===== src/rtl/hwpg_pkg.sv =====
// Shared constants, types and helper functions of the hue wheel pixel generator.
package hwpg_pkg;

    // Field and register widths.
    localparam int COORD_BITS = 12;
    localparam int HUE_BITS   = 16;
    localparam int SIZE_W     = 13;
    localparam int CH_W       = 8;
    localparam int CFG_IDX_W  = 2;

    // Configuration register indexes.
    localparam logic [CFG_IDX_W-1:0] REG_FRAME_WIDTH  = 2'd0;
    localparam logic [CFG_IDX_W-1:0] REG_FRAME_HEIGHT = 2'd1;
    localparam logic [SIZE_W-1:0]    SIZE_RESET       = 13'd256;

    // Doubled coordinates and the CORDIC datapath.
    localparam int DX_W         = ((SIZE_W > COORD_BITS + 1) ? SIZE_W : COORD_BITS + 1) + 1;
    localparam int PRE_SCALE    = 16;
    localparam int X_W          = DX_W + PRE_SCALE + 3;
    localparam int CORDIC_STEPS = 28;
    localparam int ANGLE_W      = 32;

    localparam logic [ANGLE_W-1:0] HALF_TURN = 32'h8000_0000;

    // Angle plus three quarters of a turn plus half a hue LSB for rounding.
    localparam logic [ANGLE_W-1:0] HUE_OFFSET =
        32'hC000_0000 + (ANGLE_W'(1) << (ANGLE_W - 1 - HUE_BITS));
    localparam logic [HUE_BITS-1:0] CENTER_HUE = HUE_BITS'(3) << (HUE_BITS - 2);

    // atan(2^-i) in turns scaled by 2^32.
    localparam logic [ANGLE_W-1:0] ATAN_TURNS [CORDIC_STEPS] = '{
        32'd536870912, 32'd316933405, 32'd167458907, 32'd85004756,
        32'd42667331,  32'd21354465,  32'd10679838,  32'd5340245,
        32'd2670163,   32'd1335087,   32'd667544,    32'd333772,
        32'd166886,    32'd83443,     32'd41722,     32'd20861,
        32'd10430,     32'd5215,      32'd2608,      32'd1304,
        32'd652,       32'd326,       32'd163,       32'd81,
        32'd41,        32'd20,        32'd10,        32'd5
    };

    // Color sectors of the hue circle.
    localparam int SECT_W = 3;
    localparam logic [SECT_W-1:0] SEC_RY = 3'd0;
    localparam logic [SECT_W-1:0] SEC_YG = 3'd1;
    localparam logic [SECT_W-1:0] SEC_GC = 3'd2;
    localparam logic [SECT_W-1:0] SEC_CB = 3'd3;
    localparam logic [SECT_W-1:0] SEC_BM = 3'd4;
    localparam logic [SECT_W-1:0] SEC_MR = 3'd5;

    localparam logic [CH_W-1:0] CH_FULL    = 8'hFF;
    localparam logic [CH_W-1:0] CH_ZERO    = 8'h00;
    localparam logic [CH_W-1:0] ALPHA_FULL = 8'hFF;

    // Vector travelling through the CORDIC stages.
    typedef struct packed {
        logic                      valid;
        logic                      center;
        logic signed [X_W-1:0]     x;
        logic signed [X_W-1:0]     y;
        logic        [ANGLE_W-1:0] z;
    } t_cvec;

    // Angle handed to the color stages.
    typedef struct packed {
        logic                 valid;
        logic                 center;
        logic [ANGLE_W-1:0]   z;
    } t_angle;

    // Finished pixel color.
    typedef struct packed {
        logic            valid;
        logic [CH_W-1:0] red;
        logic [CH_W-1:0] green;
        logic [CH_W-1:0] blue;
    } t_pixel;

    // floor(255 * v / 2^HUE_BITS) for v up to 2^HUE_BITS.
    function automatic logic [CH_W-1:0] ramp(input logic [HUE_BITS:0] v);
        logic [HUE_BITS+CH_W:0] p;
        p = (HUE_BITS+CH_W+1)'({v, {CH_W{1'b0}}}) - (HUE_BITS+CH_W+1)'(v);
        return p[HUE_BITS+CH_W-1:HUE_BITS];
    endfunction

endpackage


===== src/rtl/hwpg_prep.sv =====
// Input stage: doubled coordinates, half-turn pre-rotation and center detection.
module hwpg_prep (
    input  logic                          i_clk,
    input  logic                          i_rst_n,
    input  logic                          i_en,
    input  logic                          i_valid,
    input  logic [hwpg_pkg::COORD_BITS-1:0] i_pixel_x,
    input  logic [hwpg_pkg::COORD_BITS-1:0] i_pixel_y,
    input  logic [hwpg_pkg::SIZE_W-1:0]   i_frame_width,
    input  logic [hwpg_pkg::SIZE_W-1:0]   i_frame_height,
    output hwpg_pkg::t_cvec               o_vec
);
    import hwpg_pkg::*;

    logic signed [DX_W-1:0] n_dx;
    logic signed [DX_W-1:0] n_dy;
    logic signed [X_W-1:0]  n_x0;
    logic signed [X_W-1:0]  n_y0;
    t_cvec                  n_vec;
    t_cvec                  r_vec;

    // Doubled offsets from the frame center, scaled up for the CORDIC.
    always_comb begin
        n_dx = DX_W'(i_frame_width)  - DX_W'({i_pixel_x, 1'b0});
        n_dy = DX_W'(i_frame_height) - DX_W'({i_pixel_y, 1'b0});
        n_x0 = X_W'(n_dx) <<< PRE_SCALE;
        n_y0 = X_W'(n_dy) <<< PRE_SCALE;

        n_vec.valid  = i_valid;
        n_vec.center = (n_dx == '0) && (n_dy == '0);
        // Vectors in the left half plane are turned by half a turn first.
        if (n_dx[DX_W-1]) begin
            n_vec.x = -n_x0;
            n_vec.y = -n_y0;
            n_vec.z = HALF_TURN;
        end else begin
            n_vec.x = n_x0;
            n_vec.y = n_y0;
            n_vec.z = '0;
        end
    end

    always_ff @(posedge i_clk) begin
        if (!i_rst_n) begin
            r_vec.valid <= 1'b0;
        end else if (i_en) begin
            r_vec <= n_vec;
        end
    end

    assign o_vec = r_vec;

endmodule


===== config.mk =====
export PLATFORM = sky130hd
export DESIGN_NAME = hwpg_prep
export DESIGN_NICKNAME = d
export VERILOG_FILES = /design/src/rtl/hwpg_pkg.sv /design/src/rtl/hwpg_prep.sv
export SDC_FILE = /design/constraint.sdc
export NUM_CORES = 1
export LEC_CHECK = 0
export ABC_CLOCK_PERIOD_IN_PS = 6590
export BUFFER_PORTS_ARGS = -buffer_cell sky130_fd_sc_hd__buf_4
export CAP_MARGIN = 20
export CORE_MARGIN = 2
export CORE_UTILIZATION = 25
export CTS_CLUSTER_SIZE = 24
export DETAILED_ROUTE_END_ITERATION = 10
export GPL_TIMING_DRIVEN = 0
export SLEW_MARGIN = 20
export SYNTH_ARGS = -nofsm -noshare
export SYNTH_HDL_FRONTEND = slang
export SYNTH_SLANG_ARGS = --single-unit

===== constraint.sdc =====
create_clock -name i_clk -period 6.59 [get_ports i_clk]
set_input_delay 0.9885 -clock i_clk [delete_from_list [all_inputs] [get_ports i_clk]]
set_output_delay 0.9885 -clock i_clk [all_outputs]
set_load 0.005 [all_outputs]

==> impl_metrics.tcl, run 1 <==
set metrics [dict create \
    stdcell_count 693 \
    gp_congestion 0.783 \
    worst-setup-path-type "in2reg" \
    ys_seq_area_share_pct 32.8 \
    clock-sinks 37 \
    rr_endpoint "o_vec[99]$_SDFFE_PN0P_" \
    cts_root_buf "clkbuf_16" \
    grt_pass1_vias 2583 \
    synth_cell_types 58 \
    cts_setup_buffers 0 \
    multiInputGateArea_um2 1890 \
    startpoint "i_pixel_x[0]" \
    grt_overflow_total 0 \
    core_region_area_um2 13200 \
    ff_latch_area_um2 1100 \
    fin_nets 598 \
    io_buffers 90 \
    placed_cells 685 \
    slew_violations 0 \
    postCtsHoldBufs 0 \
    synth.area.top_cells "edfxtp_1 (32%), buf_4 (14%), ha_1 (9.7%)" \
    fp-row-count 42 \
    n_fill_cell 1350 \
    setup_viol 0 \
    drtPass1Iterations 4 \
    hp-class "reg2reg" \
    synthArstFlopShare_pct 0 \
    tightest_slew_ps 536 \
    grt_pass1_wl_mm 11.3 \
    ctsHtreeMaxLevel 2 \
    insertion_delay_ps 270 \
    fp.dieH_um 120 \
    cts.path.max_buffers 2 \
    antenna_cells 0 \
    timing.rr.start "o_vec[99]$_SDFFE_PN0P_" \
    path_clk_slew_ps 50 \
    grt_max_degree 23 \
    synth_edf_count 36 \
    crit_required_ps 6610 \
    antenna_found_initial 0 \
    reg2reg_slack_ps 5990 \
    drc_errors 0 \
    status "finished, final reports clean" \
    yosysTopAreaCell "edfxtp_1" \
    layout-drive-gt1-share_pct 35.0 \
    holdWs_ps 538 \
    via_per_inst 3.91 \
    finalWirelength_mm 6.93 \
    wire_per_inst_um 10.0 \
    rsz0062_at_grt "false" \
    synth_area_um2 3360 \
    antenna_left 0 \
    cp-endpoint "o_vec[57]$_DFFE_PP_" \
    synth.most_common_cell "buf_4" \
    ys.flop_type "edfxtp_1" \
    r2r_cells 2 \
    maxCapViolCount 0 \
    grt_busiest_layer "met2" \
    yosysWarnings 0 \
    netlist_instances 353 \
    track_usage_pct 9.57 \
    dp_hpwl_mm 6.12 \
    crit_arrival_ps 3670 \
    finalWorstSetupSlack_ps 2940 \
    path_max_fanout 10 \
    numCtsBuffers 5 \
    ctsResizeCount 0 \
    hold_depth 2 \
    die_w_um 120 \
    synth_top_area_share_pct 32.2 \
    initialDrtViolationCount 146 \
    die_area_um2 14400 \
    ir_worst_vdd_mv 0.0782 \
    min_period_ps 3650 \
    fin_crit_sh_pct 55.5 \
    powerDensity_nw_per_um2 186 \
    tns_ps 0 \
    relSlewSlack_pct 64.0 \
    synth.top_cells.by_count "buf_4 (63), edfxtp_1 (36), xnor2_1 (34)" \
    cp-start-kind "input port" \
    p_leak_nw 2.28 \
    largest_reg_flops 37 \
    floorplan.initialDensity_pct 25.4 \
    io-pin-count 154 \
    hold_viol_final 0 \
    syn_to_final_growth_pct 39.2 \
    use_met2_pct 16.6 \
    use_met3_pct 2.66 \
    use_met1_pct 11.4 \
    synth_seq_cells 37 \
    dp_slack_ps 2590 \
    max_freq_ghz 0.274 \
    finClkSkew_ps 0 \
    syn_avg_cell_area_um2 9.51 \
    via_count 2712 \
    cts_tree "done" \
    end_kind "flip-flop" \
]
power by group:
group          internal [mW]  total (mW)  leakage, nW  switching [mW]
clock network          0.140       0.228       0.0738          0.0875
registers              0.303       0.311        0.344         0.00835
logic                  0.171       0.332         1.86           0.161
through the flow:
stage          utilization (%)  area, um^2  total power [mW]
2_1_floorplan                -        3600             0.541
3_3_place_gp              34.1        4500             0.643
3_5_place_dp              34.3        4520             0.651
4_1_cts                   35.4        4670             0.879
5_1_grt                   35.4        4670             0.927
6_report                  35.4        4670             0.871
critical path: stages:
cell	delay, ps
buf_4	110
ha_1	210
fa_1	410
and2b_1	240
o21bai_1	100
a211oi_1	340
o41ai_2	140
o21ai_2	390
clkbuf_1	450
nor2_1	130
xnor2_1	140
cell type report:
cell class,instances,share of cell area (%)
multi-input cells,283,40.5
well taps,176,4.71
repair buffers,91,15.1
plain buffers,67,10.5
clock buffers,5,2.68
clock inverters,3,0.482
flip-flops and latches,37,23.6
inverters,31,2.49
cells by family after synthesis:
kind of cell | Yosys count | share of synthesized area, %
compound gates | 54 | 11.4
other cells | 1 | 0.112
fa+ha+maj | 28 | 10.9
flops | 37 | 32.8
mux | 3 | 0.895
xor+xnor | 45 | 11.7
simple gates | 87 | 14.0
buf+inv | 98 | 18.1
layer usage:
layer | vias up | share of wire (%)
li1 | 1405 | -
met1 | 1175 | 42
met2 | 123 | 46
met3 | 9 | 10
met4 | 0 | 1.6
met5 | - | 0
placed cells by master, fill, tap and decap left out, drive strengths merged, types with 2 or more instances in the layout:
cell,synthesis,layout
xor2,11,11
inv,31,31
a211oi,5,5
clkbuf,1,6
o41ai,2,2
nor2,24,24
xnor2,34,34
fa,2,2
o21bai,2,2
o31ai,3,3
nand4,2,2
o31a,2,2
nor4,2,2
nor3b,2,2
edfxtp,36,36
a21o,5,5
or3,5,5
or2,2,2
a31oi,3,3
nor2b,4,4
a21oi,16,16
ha,26,26
nand2b,5,5
clkinv,0,3
mux2i,3,3
conb,1,66
buf,66,157
nand2,20,20
nor3,5,5
nand3b,2,2
nand3,9,9
o21ai,9,9
how the worst min path moves through the flow:
| stage | startpoint | end | slack, ps |
|---|---|---|---|
| floorplan | o_vec[99]$_SDFFE_PN0P_ | o_vec[99]$_SDFFE_PN0P_ | 510 |
| global placement | o_vec[99]$_SDFFE_PN0P_ | o_vec[99]$_SDFFE_PN0P_ | 500 |
| detailed placement | o_vec[99]$_SDFFE_PN0P_ | o_vec[99]$_SDFFE_PN0P_ | 520 |
| CTS | o_vec[99]$_SDFFE_PN0P_ | o_vec[99]$_SDFFE_PN0P_ | 540 |
| global route | o_vec[99]$_SDFFE_PN0P_ | o_vec[99]$_SDFFE_PN0P_ | 600 |
| finish | o_vec[99]$_SDFFE_PN0P_ | o_vec[99]$_SDFFE_PN0P_ | 540 |
Power figures use the tool's default switching activity.
==> inputs of run 2 (changes only) <==
- ABC_AREA: default -> 1
- ABC_CLOCK_PERIOD_IN_PS: 6590 -> 3200
- clock period: 6.59 -> 3.2 ns (I/O delays scaled with it)
==> impl_metrics.tcl, run 2 <==
set metrics [dict create \
    grt_overflow_total 0 \
    wire_per_inst_um 9.70 \
    track_usage_pct 10.2 \
    postCtsHoldBufs 0 \
    stdcell_count 871 \
    grt_pass1_wl_mm 13.8 \
    hp-class "in2reg" \
    grt_pass1_vias 3014 \
    fin_total_pwr_mw 1.82 \
    insertion_delay_ps 280 \
    fp.dieH_um 128 \
    yosys.area_share.simple_pct 29.8 \
    path_max_fanout 3 \
    ir_worst_vdd_mv 0.182 \
    ys.flop_type "edfxtp_1" \
    cp-start-kind "input port" \
    synth_xor_area_share_pct 4.62 \
    tightest_slew_ps 742 \
    synth_area_um2 3820 \
    fin_nets 764 \
    netlist_instances 520 \
    cts_tree "done" \
    max_freq_ghz 0.417 \
    relSlewSlack_pct 50.5 \
    powerDensity_nw_per_um2 356 \
    synth-compound-area-share_pct 5.11 \
    fp-row-count 45 \
    antenna_cells 0 \
    use_met1_pct 14.7 \
    ctsHtreeMaxLevel 2 \
    finalWorstSetupSlack_ps 801 \
    placed_cells 863 \
    slew_violations 0 \
    hold_viol_final 0 \
    die_area_um2 16300 \
    finalWirelength_mm 8.45 \
    min_period_ps 2400 \
    drtPass1Iterations 4 \
    final_common_cell "buf_4" \
    syn_to_final_growth_pct 33.8 \
    via_count 3351 \
    crit_arrival_ps 2420 \
    synthAdderAreaFrac_pct 9.56 \
    rsz0062_at_grt "false" \
    antenna_left 0 \
    synth.top_cells.by_count "nand2_1 (126), inv_1 (82), buf_4 (64)" \
    synth_top_family_by_area "simple AND/OR/NAND/NOR gates" \
    drc_errors 0 \
    grt_busiest_layer "met2" \
    via_per_inst 3.85 \
    synth.most_common_cell "nand2_1" \
    layout_common_cells "buf_4 (154), nand2_1 (126), inv_1 (81), conb_1 (66), nand3_1 (42)" \
    initialDrtViolationCount 156 \
    setup_viol 0 \
    layout-drive-gt1-share_pct 30.3 \
    maxCapViolCount 0 \
    dp_slack_ps 507 \
    end_kind "flip-flop" \
    io-pin-count 154 \
    gp_congestion 0.831 \
    synthMuxAreaShare_pct 0 \
    yosysWarnings 0 \
    cts_root_buf "clkbuf_16" \
    largest_reg_flops 37 \
    tns_ps 0 \
    cts.path.max_buffers 2 \
    worst-setup-path-type "in2reg" \
    use_met2_pct 15.2 \
    synth_top_area_share_pct 28.3 \
    synth_seq_cells 37 \
    synth_cell_types 35 \
    antenna_found_initial 0 \
    clock-sinks 37 \
    yosysTopAreaCell "edfxtp_1" \
    crit_required_ps 3220 \
    ys_seq_area_share_pct 28.8 \
    syn_avg_cell_area_um2 7.35 \
    final_area_um2 5120 \
    floorplan.initialDensity_pct 25.3 \
    synth_edf_count 36 \
    numCtsBuffers 5 \
    ctsResizeCount 0 \
    finClkSkew_ps 0 \
    grt_max_degree 37 \
    status "finished, final reports clean" \
    synthArstFlopShare_pct 0 \
    die_w_um 128 \
    io_buffers 90 \
    use_met3_pct 1.96 \
    dpl_cell_area_um2 4980 \
    path_clk_slew_ps 50 \
    core_region_area_um2 15100 \
    dp_hpwl_mm 7.47 \
    synth.area.top_cells "edfxtp_1 (28%), buf_4 (13%), nand2_1 (12%)" \
    fin_crit_sh_pct 75.0 \
    cts_setup_buffers 0 \
    p_leak_nw 2.80 \
]
-- run 2: cell count changes after synthesis, sizes merged, moves of 4 or more --
cell / change
nand2: +119
inv: +57
nand3: +38
xnor2: -26
nor2: +20
nand4: +11
a211oi: -5
nand2b: -5
or3: -5
a21o: -4
nor2b: -4
-- run 2: through the flow --
step | hold WS [ps] | util, %
2_1_floorplan | 525 | -
3_3_place_gp | 534 | 33.0
3_5_place_dp | 540 | 33.0
4_1_cts | 383 | 33.9
5_1_grt | 393 | 33.9
6_report | 390 | 33.9
-- run 2: final cells by class --
| cell class | count | area (um^2) |
|---|---|---|
| Multi-Input combinational cell | 393 | 2120 |
| Tap cell | 188 | 235 |
| Inverter | 88 | 333 |
| Buffer | 67 | 508 |
| Timing Repair Buffer | 90 | 676 |
| Clock buffer | 6 | 129 |
| Sequential cell | 37 | 1100 |
| Fill cell | 1630 | 9970 |
| Clock inverter | 2 | 10.0 |
-- run 2: kinds of logic (layout without fill, tap and decap cells) --
logic type	count (synthesis)	after routing
xor gates and xnor gates	18	18
DFF	37	37
AOI/OAI and AO/OA	32	32
other	1	66
adders and majority gates	28	28
and+or+nand+nor	249	249
buffers and inverters	155	253
-- run 2: routing by layer --
metal  up-vias  share of wire, %
li1       1846                 -
met1      1378                49
met2       119                40
met3         8               8.6
met4         0               1.7
met5         -                 0
-- run 2: path summary, 6_finish.rpt --
| kind | startpoint | slack [ps] | cells past startpoint | end |
|---|---|---|---|---|
| worst min-delay path | i_en | 390 | 2 | o_vec[99]$_SDFFE_PN0P_ |
| worst max register to register | o_vec[99]$_SDFFE_PN0P_ | 2580 | 2 | o_vec[99]$_SDFFE_PN0P_ |
| worst max-delay path | i_pixel_y[0] | 800 | 15 | o_vec[62]$_DFFE_PP_ |
| worst min register to register | o_vec[99]$_SDFFE_PN0P_ | 540 | 2 | o_vec[99]$_SDFFE_PN0P_ |
-- run 2: report_power, final --
group | switching, mW | internal, mW | leakage [nW]
Combinational | 0.406 | 0.330 | 2.39
Sequential | 0.0132 | 0.614 | 0.342
Clock | 0.173 | 0.285 | 0.0706
Total | 0.592 | 1.23 | 2.80
-- run 2: worst max-delay path, cell delays in order --
cell     delay (ps)
buf_4           110
ha_1            210
fa_1            390
inv_1           110
nand3_1         100
nand2_1         130
nand3_1         130
nand2_1         110
nand2_1          60
nand2_2          90
nand3_1         110
nor2_2          140
nand3_1          80
nand3_1          90
nand2_1          70
