==> config.mk <==
export PLATFORM = sky130hd
export DESIGN_NAME = hwpg_color
export DESIGN_NICKNAME = d
export VERILOG_FILES = /design/src/rtl/hwpg_pkg.sv /design/src/rtl/hwpg_color.sv
export SDC_FILE = /design/constraint.sdc
export NUM_CORES = 1
export LEC_CHECK = 0
export ABC_AREA = 1
export BUFFER_PORTS_ARGS = -buffer_cell sky130_fd_sc_hd__buf_2
export CAP_MARGIN = 0
export CORE_AREA = 2 2 100 102
export CTS_CLUSTER_SIZE = 24
export DETAILED_ROUTE_END_ITERATION = 10
export DIE_AREA = 0 0 102 104
export PLACE_DENSITY = 0.82
export SLEW_MARGIN = 20
export SYNTH_ARGS = -nofsm -noshare
export SYNTH_HDL_FRONTEND = slang
export SYNTH_SLANG_ARGS = --single-unit
==> constraint.sdc <==
create_clock -name i_clk -period 3.41 [get_ports i_clk]
set_clock_uncertainty 0.1 [all_clocks]
set_input_delay 0.1705 -clock i_clk [delete_from_list [all_inputs] [get_ports i_clk]]
set_output_delay 0.1705 -clock i_clk [all_outputs]
set_load 0.03 [all_outputs]
==> src/rtl/hwpg_pkg.sv <==
// Shared constants, types and helper functions of the hue wheel pixel generator.
package hwpg_pkg;

    // Field and register widths.
    localparam int COORD_BITS = 12;
    localparam int HUE_BITS   = 16;
    localparam int SIZE_W     = 13;
    localparam int CH_W       = 8;
    localparam int CFG_IDX_W  = 2;

    // Configuration register indexes.
    localparam logic [CFG_IDX_W-1:0] REG_FRAME_WIDTH  = 2'd0;
    localparam logic [CFG_IDX_W-1:0] REG_FRAME_HEIGHT = 2'd1;
    localparam logic [SIZE_W-1:0]    SIZE_RESET       = 13'd256;

    // Doubled coordinates and the CORDIC datapath.
    localparam int DX_W         = ((SIZE_W > COORD_BITS + 1) ? SIZE_W : COORD_BITS + 1) + 1;
    localparam int PRE_SCALE    = 16;
    localparam int X_W          = DX_W + PRE_SCALE + 3;
    localparam int CORDIC_STEPS = 28;
    localparam int ANGLE_W      = 32;

    localparam logic [ANGLE_W-1:0] HALF_TURN = 32'h8000_0000;

    // Angle plus three quarters of a turn plus half a hue LSB for rounding.
    localparam logic [ANGLE_W-1:0] HUE_OFFSET =
        32'hC000_0000 + (ANGLE_W'(1) << (ANGLE_W - 1 - HUE_BITS));
    localparam logic [HUE_BITS-1:0] CENTER_HUE = HUE_BITS'(3) << (HUE_BITS - 2);

    // atan(2^-i) in turns scaled by 2^32.
    localparam logic [ANGLE_W-1:0] ATAN_TURNS [CORDIC_STEPS] = '{
        32'd536870912, 32'd316933405, 32'd167458907, 32'd85004756,
        32'd42667331,  32'd21354465,  32'd10679838,  32'd5340245,
        32'd2670163,   32'd1335087,   32'd667544,    32'd333772,
        32'd166886,    32'd83443,     32'd41722,     32'd20861,
        32'd10430,     32'd5215,      32'd2608,      32'd1304,
        32'd652,       32'd326,       32'd163,       32'd81,
        32'd41,        32'd20,        32'd10,        32'd5
    };

    // Color sectors of the hue circle.
    localparam int SECT_W = 3;
    localparam logic [SECT_W-1:0] SEC_RY = 3'd0;
    localparam logic [SECT_W-1:0] SEC_YG = 3'd1;
    localparam logic [SECT_W-1:0] SEC_GC = 3'd2;
    localparam logic [SECT_W-1:0] SEC_CB = 3'd3;
    localparam logic [SECT_W-1:0] SEC_BM = 3'd4;
    localparam logic [SECT_W-1:0] SEC_MR = 3'd5;

    localparam logic [CH_W-1:0] CH_FULL    = 8'hFF;
    localparam logic [CH_W-1:0] CH_ZERO    = 8'h00;
    localparam logic [CH_W-1:0] ALPHA_FULL = 8'hFF;

    // Vector travelling through the CORDIC stages.
    typedef struct packed {
        logic                      valid;
        logic                      center;
        logic signed [X_W-1:0]     x;
        logic signed [X_W-1:0]     y;
        logic        [ANGLE_W-1:0] z;
    } t_cvec;

    // Angle handed to the color stages.
    typedef struct packed {
        logic                 valid;
        logic                 center;
        logic [ANGLE_W-1:0]   z;
    } t_angle;

    // Finished pixel color.
    typedef struct packed {
        logic            valid;
        logic [CH_W-1:0] red;
        logic [CH_W-1:0] green;
        logic [CH_W-1:0] blue;
    } t_pixel;

    // floor(255 * v / 2^HUE_BITS) for v up to 2^HUE_BITS.
    function automatic logic [CH_W-1:0] ramp(input logic [HUE_BITS:0] v);
        logic [HUE_BITS+CH_W:0] p;
        p = (HUE_BITS+CH_W+1)'({v, {CH_W{1'b0}}}) - (HUE_BITS+CH_W+1)'(v);
        return p[HUE_BITS+CH_W-1:HUE_BITS];
    endfunction

endpackage

==> src/rtl/hwpg_color.sv <==
// Hue rounding and HSV to RGB conversion in three register stages.
module hwpg_color (
    input  logic             i_clk,
    input  logic             i_rst_n,
    input  logic             i_en,
    input  hwpg_pkg::t_angle i_angle,
    output hwpg_pkg::t_pixel o_pixel
);
    import hwpg_pkg::*;

    logic [ANGLE_W-1:0]  n_zr;
    logic [HUE_BITS-1:0] n_hue;
    logic                r_hue_valid;
    logic [HUE_BITS-1:0] r_hue;

    logic [HUE_BITS+2:0] n_h6;
    logic                r_sec_valid;
    logic [SECT_W-1:0]   r_sector;
    logic [HUE_BITS-1:0] r_frac;

    logic [HUE_BITS:0]   n_q;
    logic [CH_W-1:0]     n_rf;
    logic [CH_W-1:0]     n_rq;
    t_pixel              n_pix;
    t_pixel              r_pix;

    // Stage 1: shift the angle by three quarters of a turn and round to hue bits; a center pixel takes CENTER_HUE.
    always_comb begin
        n_zr  = i_angle.z + HUE_OFFSET;
        n_hue = i_angle.center ? CENTER_HUE : n_zr[ANGLE_W-1 -: HUE_BITS];
    end

    always_ff @(posedge i_clk) begin
        if (!i_rst_n) begin
            r_hue_valid <= 1'b0;
        end else if (i_en) begin
            r_hue_valid <= i_angle.valid;
            r_hue       <= n_hue;
        end
    end

    // Stage 2: six times the hue splits into sector and ramp fraction.
    assign n_h6 = (HUE_BITS+3)'({r_hue, 2'b00}) + (HUE_BITS+3)'({r_hue, 1'b0});

    always_ff @(posedge i_clk) begin
        if (!i_rst_n) begin
            r_sec_valid <= 1'b0;
        end else if (i_en) begin
            r_sec_valid <= r_hue_valid;
            r_sector    <= n_h6[HUE_BITS+2:HUE_BITS];
            r_frac      <= n_h6[HUE_BITS-1:0];
        end
    end

    // Stage 3: rising and falling ramps, then the channel pattern of the sector.
    always_comb begin
        n_q  = (HUE_BITS+1)'(1) << HUE_BITS;
        n_q  = n_q - (HUE_BITS+1)'(r_frac);
        n_rf = ramp((HUE_BITS+1)'(r_frac));
        n_rq = ramp(n_q);
        n_pix.valid = r_sec_valid;
        case (r_sector)
            SEC_RY: begin
                n_pix.red = CH_FULL; n_pix.green = n_rf;    n_pix.blue = CH_ZERO;
            end
            SEC_YG: begin
                n_pix.red = n_rq;    n_pix.green = CH_FULL; n_pix.blue = CH_ZERO;
            end
            SEC_GC: begin
                n_pix.red = CH_ZERO; n_pix.green = CH_FULL; n_pix.blue = n_rf;
            end
            SEC_CB: begin
                n_pix.red = CH_ZERO; n_pix.green = n_rq;    n_pix.blue = CH_FULL;
            end
            SEC_BM: begin
                n_pix.red = n_rf;    n_pix.green = CH_ZERO; n_pix.blue = CH_FULL;
            end
            default: begin
                n_pix.red = CH_FULL; n_pix.green = CH_ZERO; n_pix.blue = n_rq;
            end
        endcase
    end

    always_ff @(posedge i_clk) begin
        if (!i_rst_n) begin
            r_pix.valid <= 1'b0;
        end else if (i_en) begin
            r_pix <= n_pix;
        end
    end

    assign o_pixel = r_pix;

    // A hue below one turn never yields a sector past magenta-red.
    a_sector_range: assert property (@(posedge i_clk) disable iff (!i_rst_n)
        r_sec_valid |-> (r_sector <= SEC_MR))
        else $error("sector out of range");

endmodule
==> results of run 1 <==
-- sequential cells by signal (all words and copies together) (netlist names) --
signal / count
r_sec_valid: 1
r_hue: 16
r_sector: 3
r_frac: 15
o_pixel: 25
r_hue_valid: 1
-- per-layer routing --
metal	vias to the layer above	GRT usage, %
li1	2394	-
met1	2137	28.2
met2	149	40.9
met3	32	4.77
met4	0	8.67
met5	-	0
-- cell families after synthesis --
kind of cell | share of synthesized area, %
buf+inv | 8.51
flops | 35.8
simple gates | 37.7
xor+xnor | 3.29
compound gates | 7.34
fa+ha+maj | 7.37
-- area by class of cell --
class	count	share of cell area, %
Tap cell	133	2.93
Sequential cell	61	31.7
Clock buffer	11	2.31
Clock inverter	5	1.32
Timing Repair Buffer	52	4.98
Inverter	112	7.43
Multi-Input combinational cell	517	49.3
-- worst max-delay path, cell delays in order, from the launching register on --
cell and delay (ns):
edfxtp_1 0.51, nor2_1 0.22, nand2_1 0.14, o21ai_0 0.18, o21a_1 0.25, inv_1 0.09, ha_1 0.28, nand3_1 0.07
nor2_1 0.17, nand2_1 0.10, nor2_1 0.10, nand2_1 0.05, nor2_1 0.12, nor2_2 0.07, nand2_1 0.06, nand2_1 0.13
nand3_1 0.10, nand3_1 0.08
-- stage by stage --
| step | setup WS [ns] | instance area [um2] | power, W | std cells |
|---|---|---|---|---|
| after floorplan | 0.660 | 5030 | 0.00145 | 692 |
| after global placement | 0.380 | 5440 | 0.00159 | 872 |
| after detailed placement | 0.345 | 5440 | 0.00161 | 872 |
| after CTS | 0.340 | 5680 | 0.00230 | 891 |
| after global routing | 0.0361 | 5680 | 0.00243 | 891 |
| final | 0.322 | 5680 | 0.00230 | 891 |
-- power by group --
group          internal (W)  switching, W
clock network      0.000407      0.000278
registers          0.000905     0.0000447
logic              0.000220      0.000444
-- synthesized netlist by cell type, types with 3 or more instances --
cell type	number	area, um2
nand2_1	183	687
inv_1	107	402
nand3_1	83	415
nor2_1	60	225
edfxtp_1	58	1740
a21oi_1	28	140
ha_1	28	350
o21ai_0	21	105
nand2_2	18	113
nor2_2	13	81.3
xor2_1	13	114
nand4_1	12	75.1
nand3_2	10	100
nor3_1	9	45.0
inv_2	5	18.8
nor2_4	5	56.3
xnor2_1	4	35.0
dfxtp_1	3	60.1
nand3b_1	3	22.5
o21a_1	3	22.5
o21ai_1	3	15.0
-- path summary, 6_finish.rpt --
check | start | to | slack (ns) | cells after the start
min | i_en | r_sec_valid$_SDFFE_PN0P_ | 0.03 | 3
min reg2reg | r_hue[0]$_SDFFCE_PP0P_ | r_frac[1]$_DFFE_PP_ | 0.38 | 0
max reg2reg | r_frac[4]$_DFFE_PP_ | o_pixel[17]$_DFFE_PP_ | 0.32 | 17
max | r_frac[4]$_DFFE_PP_ | o_pixel[17]$_DFFE_PP_ | 0.32 | 17
==> metrics.md, run 1 <==
| Metric | Value |
|---|---|
| Top Layer Used | `met4` |
| Core Util, Final | `59.4%` |
| Outcome | `finished, final reports clean` |
| DIE AREA | `10600 um2` |
| Max_slew headroom | `35.6%` |
| Syn Nets | `758` |
| Met1 WL | `4840 um` |
| H-tree depth | `3` |
| Vias in the first global route | `4585` |
| Hold-fix buffers, CTS | `3` |
| Maxcap violations | `0` |
| Tightest Hold Check Type | `in -> reg` |
| CTS Buf Count | `9` |
| CTS tree | `yes` |
| Area occupied by multi-input gates | `2800 um2` |
| CTS Root Buffer Type | `clkbuf_8` |
| RSZ-0062 raised after global routing | `no` |
| Synth cell types | `39` |
| # nets final | `819` |
| Die H | `104 um` |
| DR DRC count | `0` |
| Initial Util | `52.6%` |
| Ys async rst share | `0%` |
| Critical-path maximum fanout | `6` |
| Worst setup SP type | `register` |
| Yosys warns | `0` |
| Core box area | `9550 um2` |
| Gpl congestion | `0.963` |
| CP required | `3.37 ns` |
| Final WL | `11600 um` |
| Clk pin slew, worst setup/hold paths | `0.07 ns` |
| Final Cycle Share | `90.5%` |
| Clock latency on the worst-skew pair | `0.33 ns` |
| FILL cells | `867` |
| Number of inserted diodes | `0` |
| DR iter-0 viols | `240` |
| Initial antenna violation count | `0` |
| Combined flip-flop and latch cell area | `1800 um2` |
| Post-synthesis instance area | `5030 um2` |
| Setup TNS | `0 ns` |
| GRT Overall Usage | `23.5%` |
| Most frequent cells in the layout | `nand2_1, inv_1, nand3_1` |
| Final slew viol count | `0` |
| First drt pass iteration count | `5` |
| Sequential-to-total area share from yosys stat | `35.8%` |
| P per Cell Area | `405 nW/um2` |
| ANT nets after route | `0` |
| Clock sinks | `61` |
| DR vias/cell | `5.29` |
| Most common cell after layout, fill and taps aside | `nand2_1` |
| Slew @ Worst Pin | `0.958 ns` |
| Post-synth EDFFs | `58` |
| Fin Hold WS | `0.0342 ns` |
| Leakage power total | `2.75 nW` |
| Area Overhead vs Synth | `12.9%` |
| Met2 WL post-DR | `5810 um` |
| Number of post-CTS setup repair buffers | `0` |
| Mapped Cells | `692` |
| Maximum clock insertion buffer count | `2` |
| WL per Instance | `13.1 um` |
| PortBufs | `46` |
| Via count | `4712` |
| Crit Path Class | `reg -> reg` |
| Largest net degree at the start of global routing | `59` |
| First-pass GRT wire length | `20000 um` |
| Fmax achieved | `324 MHz` |
| Final Critical Period | `3.09 ns` |
| Max IR drop VDD | `204 uV` |
| I/O Pins | `62` |
| WP data arrival | `3.05 ns` |
| Final setup viols | `0` |
| CTS resizes | `0` |
| Seq cells post-synth | `61` |
| Met3 WL | `641 um` |
| Endpoint class of the critical path | `register` |
| Mapped Avg Cell Area | `7.26 um2` |
| Rows | `36` |
| Top FF cell, synth | `edfxtp_1` |
| Final Hold Fails | `0` |
| Share of post-route cells with drive strength above 1 | `16.1%` |
| Post-DP HPWL | `9340 um` |
| Total global routing overflow | `0` |
| Die width | `102 um` |
Power figures use the tool's default switching activity.
==> inputs of run 2 (changes only) <==
--- a/config.mk
+++ b/config.mk
@@ -8,11 +8,13 @@
 export ABC_AREA = 1
 export BUFFER_PORTS_ARGS = -buffer_cell sky130_fd_sc_hd__buf_2
 export CAP_MARGIN = 0
-export CORE_AREA = 2 2 100 102
+export CELL_PAD_IN_SITES_DETAIL_PLACEMENT = 1
+export CELL_PAD_IN_SITES_GLOBAL_PLACEMENT = 2
+export CORE_AREA = 2 2 125 127
 export CTS_CLUSTER_SIZE = 24
 export DETAILED_ROUTE_END_ITERATION = 10
-export DIE_AREA = 0 0 102 104
-export PLACE_DENSITY = 0.82
+export DIE_AREA = 0 0 127 129
+export PLACE_DENSITY = 0.88
 export SLEW_MARGIN = 20
 export SYNTH_ARGS = -nofsm -noshare
 export SYNTH_HDL_FRONTEND = slang
==> run 2 against run 1 <==
Compared with the run above:
- sequential power up 0.6%
- first-iteration DRC count down 31%
- utilization down 21 points
- worst hold slack worse by 0.0048 ns
- sequential share of layout area down 0.84 points
- global-route usage down 4.7 points
- maximum frequency up 2.4%
- register-to-register slack better by 0.07 ns
- non-clock buffer count unchanged
- clock power up 33%
- wire length up 25%
- clock-buffer cell count down 1
- highest routed layer unchanged
==> metrics.md, run 2 (synthesis results as in run 1) <==
| Metric | Value |
|---|---|
| Max_slew headroom | `35.9%` |
| Hold path depth | `3` |
| Final slew viol count | `0` |
| Post-DP HPWL | `11700 um` |
| Met1 WL | `6250 um` |
| Cells after DPL | `927` |
| # nets final | `819` |
| RSZ-0062 raised after global routing | `no` |
| Worst setup SP type | `register` |
| Final setup viols | `0` |
| Top Layer Used | `met4` |
| Fin cells | `946` |
| Final Cycle Share | `88.4%` |
| Critical-path maximum fanout | `5` |
| Leakage power total | `2.79 nW` |
| Fmax achieved | `332 MHz` |
| Hold Path End | `o_pixel[24]$_SDFFE_PN0P_` |
| Area Overhead vs Synth | `16.0%` |
| Clock power share | `35.8%` |
| Initial Util | `33.6%` |
| Core box area | `15000 um2` |
| Reg2Reg Capture Point | `o_pixel[2]$_DFFE_PP_` |
| Gpl congestion | `0.864` |
| Switch Pwr | `0.000861 W` |
| H-tree depth | `3` |
| Tightest Hold Check Type | `in -> reg` |
| Clock latency on the worst-skew pair | `0.35 ns` |
| DIE AREA | `16400 um2` |
| CTS tree | `yes` |
| P per Cell Area | `438 nW/um2` |
| Switching share of total power | `33.7%` |
| Die H | `129 um` |
| Combinational share of power | `26.7%` |
| PortBufs | `46` |
| Total global routing overflow | `0` |
| ANT nets after route | `0` |
| Placement Setup Slack | `0.344 ns` |
| Worst r2r path cells | `18` |
| Met3 WL | `465 um` |
| Rows | `45` |
| P_int | `0.00169 W` |
| DR iter-0 viols | `165` |
| DR DRC count | `0` |
| First drt pass iteration count | `4` |
| CP required | `3.40 ns` |
| CTS Root Buffer Type | `clkbuf_16` |
| First-pass GRT wire length | `24100 um` |
| Setup TNS | `0 ns` |
| Number of post-CTS setup repair buffers | `0` |
| R2r setup slk | `0.40 ns` |
| Final Hold Fails | `0` |
| Slew @ Worst Pin | `0.960 ns` |
| Number of inserted diodes | `0` |
| Vias in the first global route | `5112` |
| Clock sinks | `61` |
| Max IR drop VDD | `250 uV` |
| WL per Instance | `15.4 um` |
| Final WL | `14600 um` |
| Critical hold path startpoint | `i_en` |
| Initial antenna violation count | `0` |
| I/O Pins | `62` |
| RR Startpoint | `r_frac[1]$_DFFE_PP_` |
| GRT Overall Usage | `18.7%` |
| Share of post-route cells with drive strength above 1 | `16.5%` |
| WP data arrival | `3.01 ns` |
| Largest register FFs | `25` |
| Setup ws final | `0.396 ns` |
| Most common cell after layout, fill and taps aside | `nand2_1` |
| Fin Hold WS | `0.0294 ns` |
| CTS Buf Count | `9` |
| Final Critical Period | `3.01 ns` |
| Die width | `127 um` |
| Largest net degree at the start of global routing | `59` |
| Most frequent cells in the layout | `nand2_1, inv_1, nand3_1` |
| DR vias/cell | `4.99` |
| Met2 WL post-DR | `7720 um` |
| Sequential power share | `37.5%` |
| Outcome | `finished, final reports clean` |
| Crit Path Class | `reg -> reg` |
| Clk pin slew, worst setup/hold paths | `0.05 ns` |
| Maximum clock insertion buffer count | `2` |
| Endpoint class of the critical path | `register` |
| Via count | `4720` |
| Maxcap violations | `0` |
## run 2: metal layers
layer  GRT usage (%)  up-vias
li1                -     2384
met3            4.53       13
met1            20.8     2252
met5               0        -
met4            4.78        0
met2            35.8       71
## run 2: how the worst max path moves through the flow
stage	from	endpoint	slack, ns	cells past startpoint
floorplan	r_frac[1]$_DFFE_PP_	o_pixel[3]$_DFFE_PP_	0.66	18
global placement	r_frac[1]$_DFFE_PP_	o_pixel[17]$_DFFE_PP_	0.36	18
detailed placement	r_frac[1]$_DFFE_PP_	o_pixel[17]$_DFFE_PP_	0.34	18
CTS	r_frac[1]$_DFFE_PP_	o_pixel[0]$_DFFE_PP_	0.33	18
global route	r_frac[1]$_DFFE_PP_	o_pixel[17]$_DFFE_PP_	0.05	18
finish	r_frac[1]$_DFFE_PP_	o_pixel[2]$_DFFE_PP_	0.40	18
## run 2: timing repair
| item | in CTS | in global routing |
|---|---|---|
| endpoints found under the hold margin | 3 | 0 |
| setup endpoints to repair | 0 | 3 |
| hold buffers | 3 | 0 |
| resized for setup | 0 | 1 |
## run 2: metrics by stage
| step | area (um2) | total power, W | utilization (%) |
|---|---|---|---|
| floorplan | 5030 | 0.00145 | - |
| detailed placement | 5510 | 0.00165 | 36.8 |
| global placement | 5510 | 0.00162 | 36.8 |
| global route | 5830 | 0.00270 | 38.9 |
| CTS | 5830 | 0.00258 | 38.9 |
| finish | 5830 | 0.00255 | 38.9 |
## run 2: area by class of cell
class | count | area [um2]
fillers | 1912 | 9150
multi-input cells | 517 | 2800
flip-flops and latches | 61 | 1800
inverters | 112 | 422
repair buffers | 52 | 283
well taps | 188 | 235
clock buffers | 10 | 229
clock inverters | 6 | 63.8
## run 2: worst max-delay path, cell delays in order, from the launching register on
cell and delay, ns:
edfxtp_1 0.47, inv_2 0.15, ha_1 0.19, nand2_1 0.11
o21ai_0 0.18, o21a_1 0.18, inv_1 0.07, ha_1 0.27
nand3_1 0.07, nor2_1 0.15, nand2_1 0.07, nand2_1 0.08
nand3_1 0.10, nand3_1 0.11, nand2_1 0.13, nand2_1 0.10
nand2_1 0.08, nand3_1 0.09, nand2_1 0.07
## run 2: power by group through the flow
stage | registers, W | clock network (W) | logic [W]
CTS | 0.000956 | 0.000937 | 0.000688
floorplan | 0.000996 | 0 | 0.000453
detailed placement | 0.000971 | 0 | 0.000679
global placement | 0.000967 | 0 | 0.000649
finish | 0.000956 | 0.000914 | 0.000682
global route | 0.000962 | 0.000969 | 0.000772
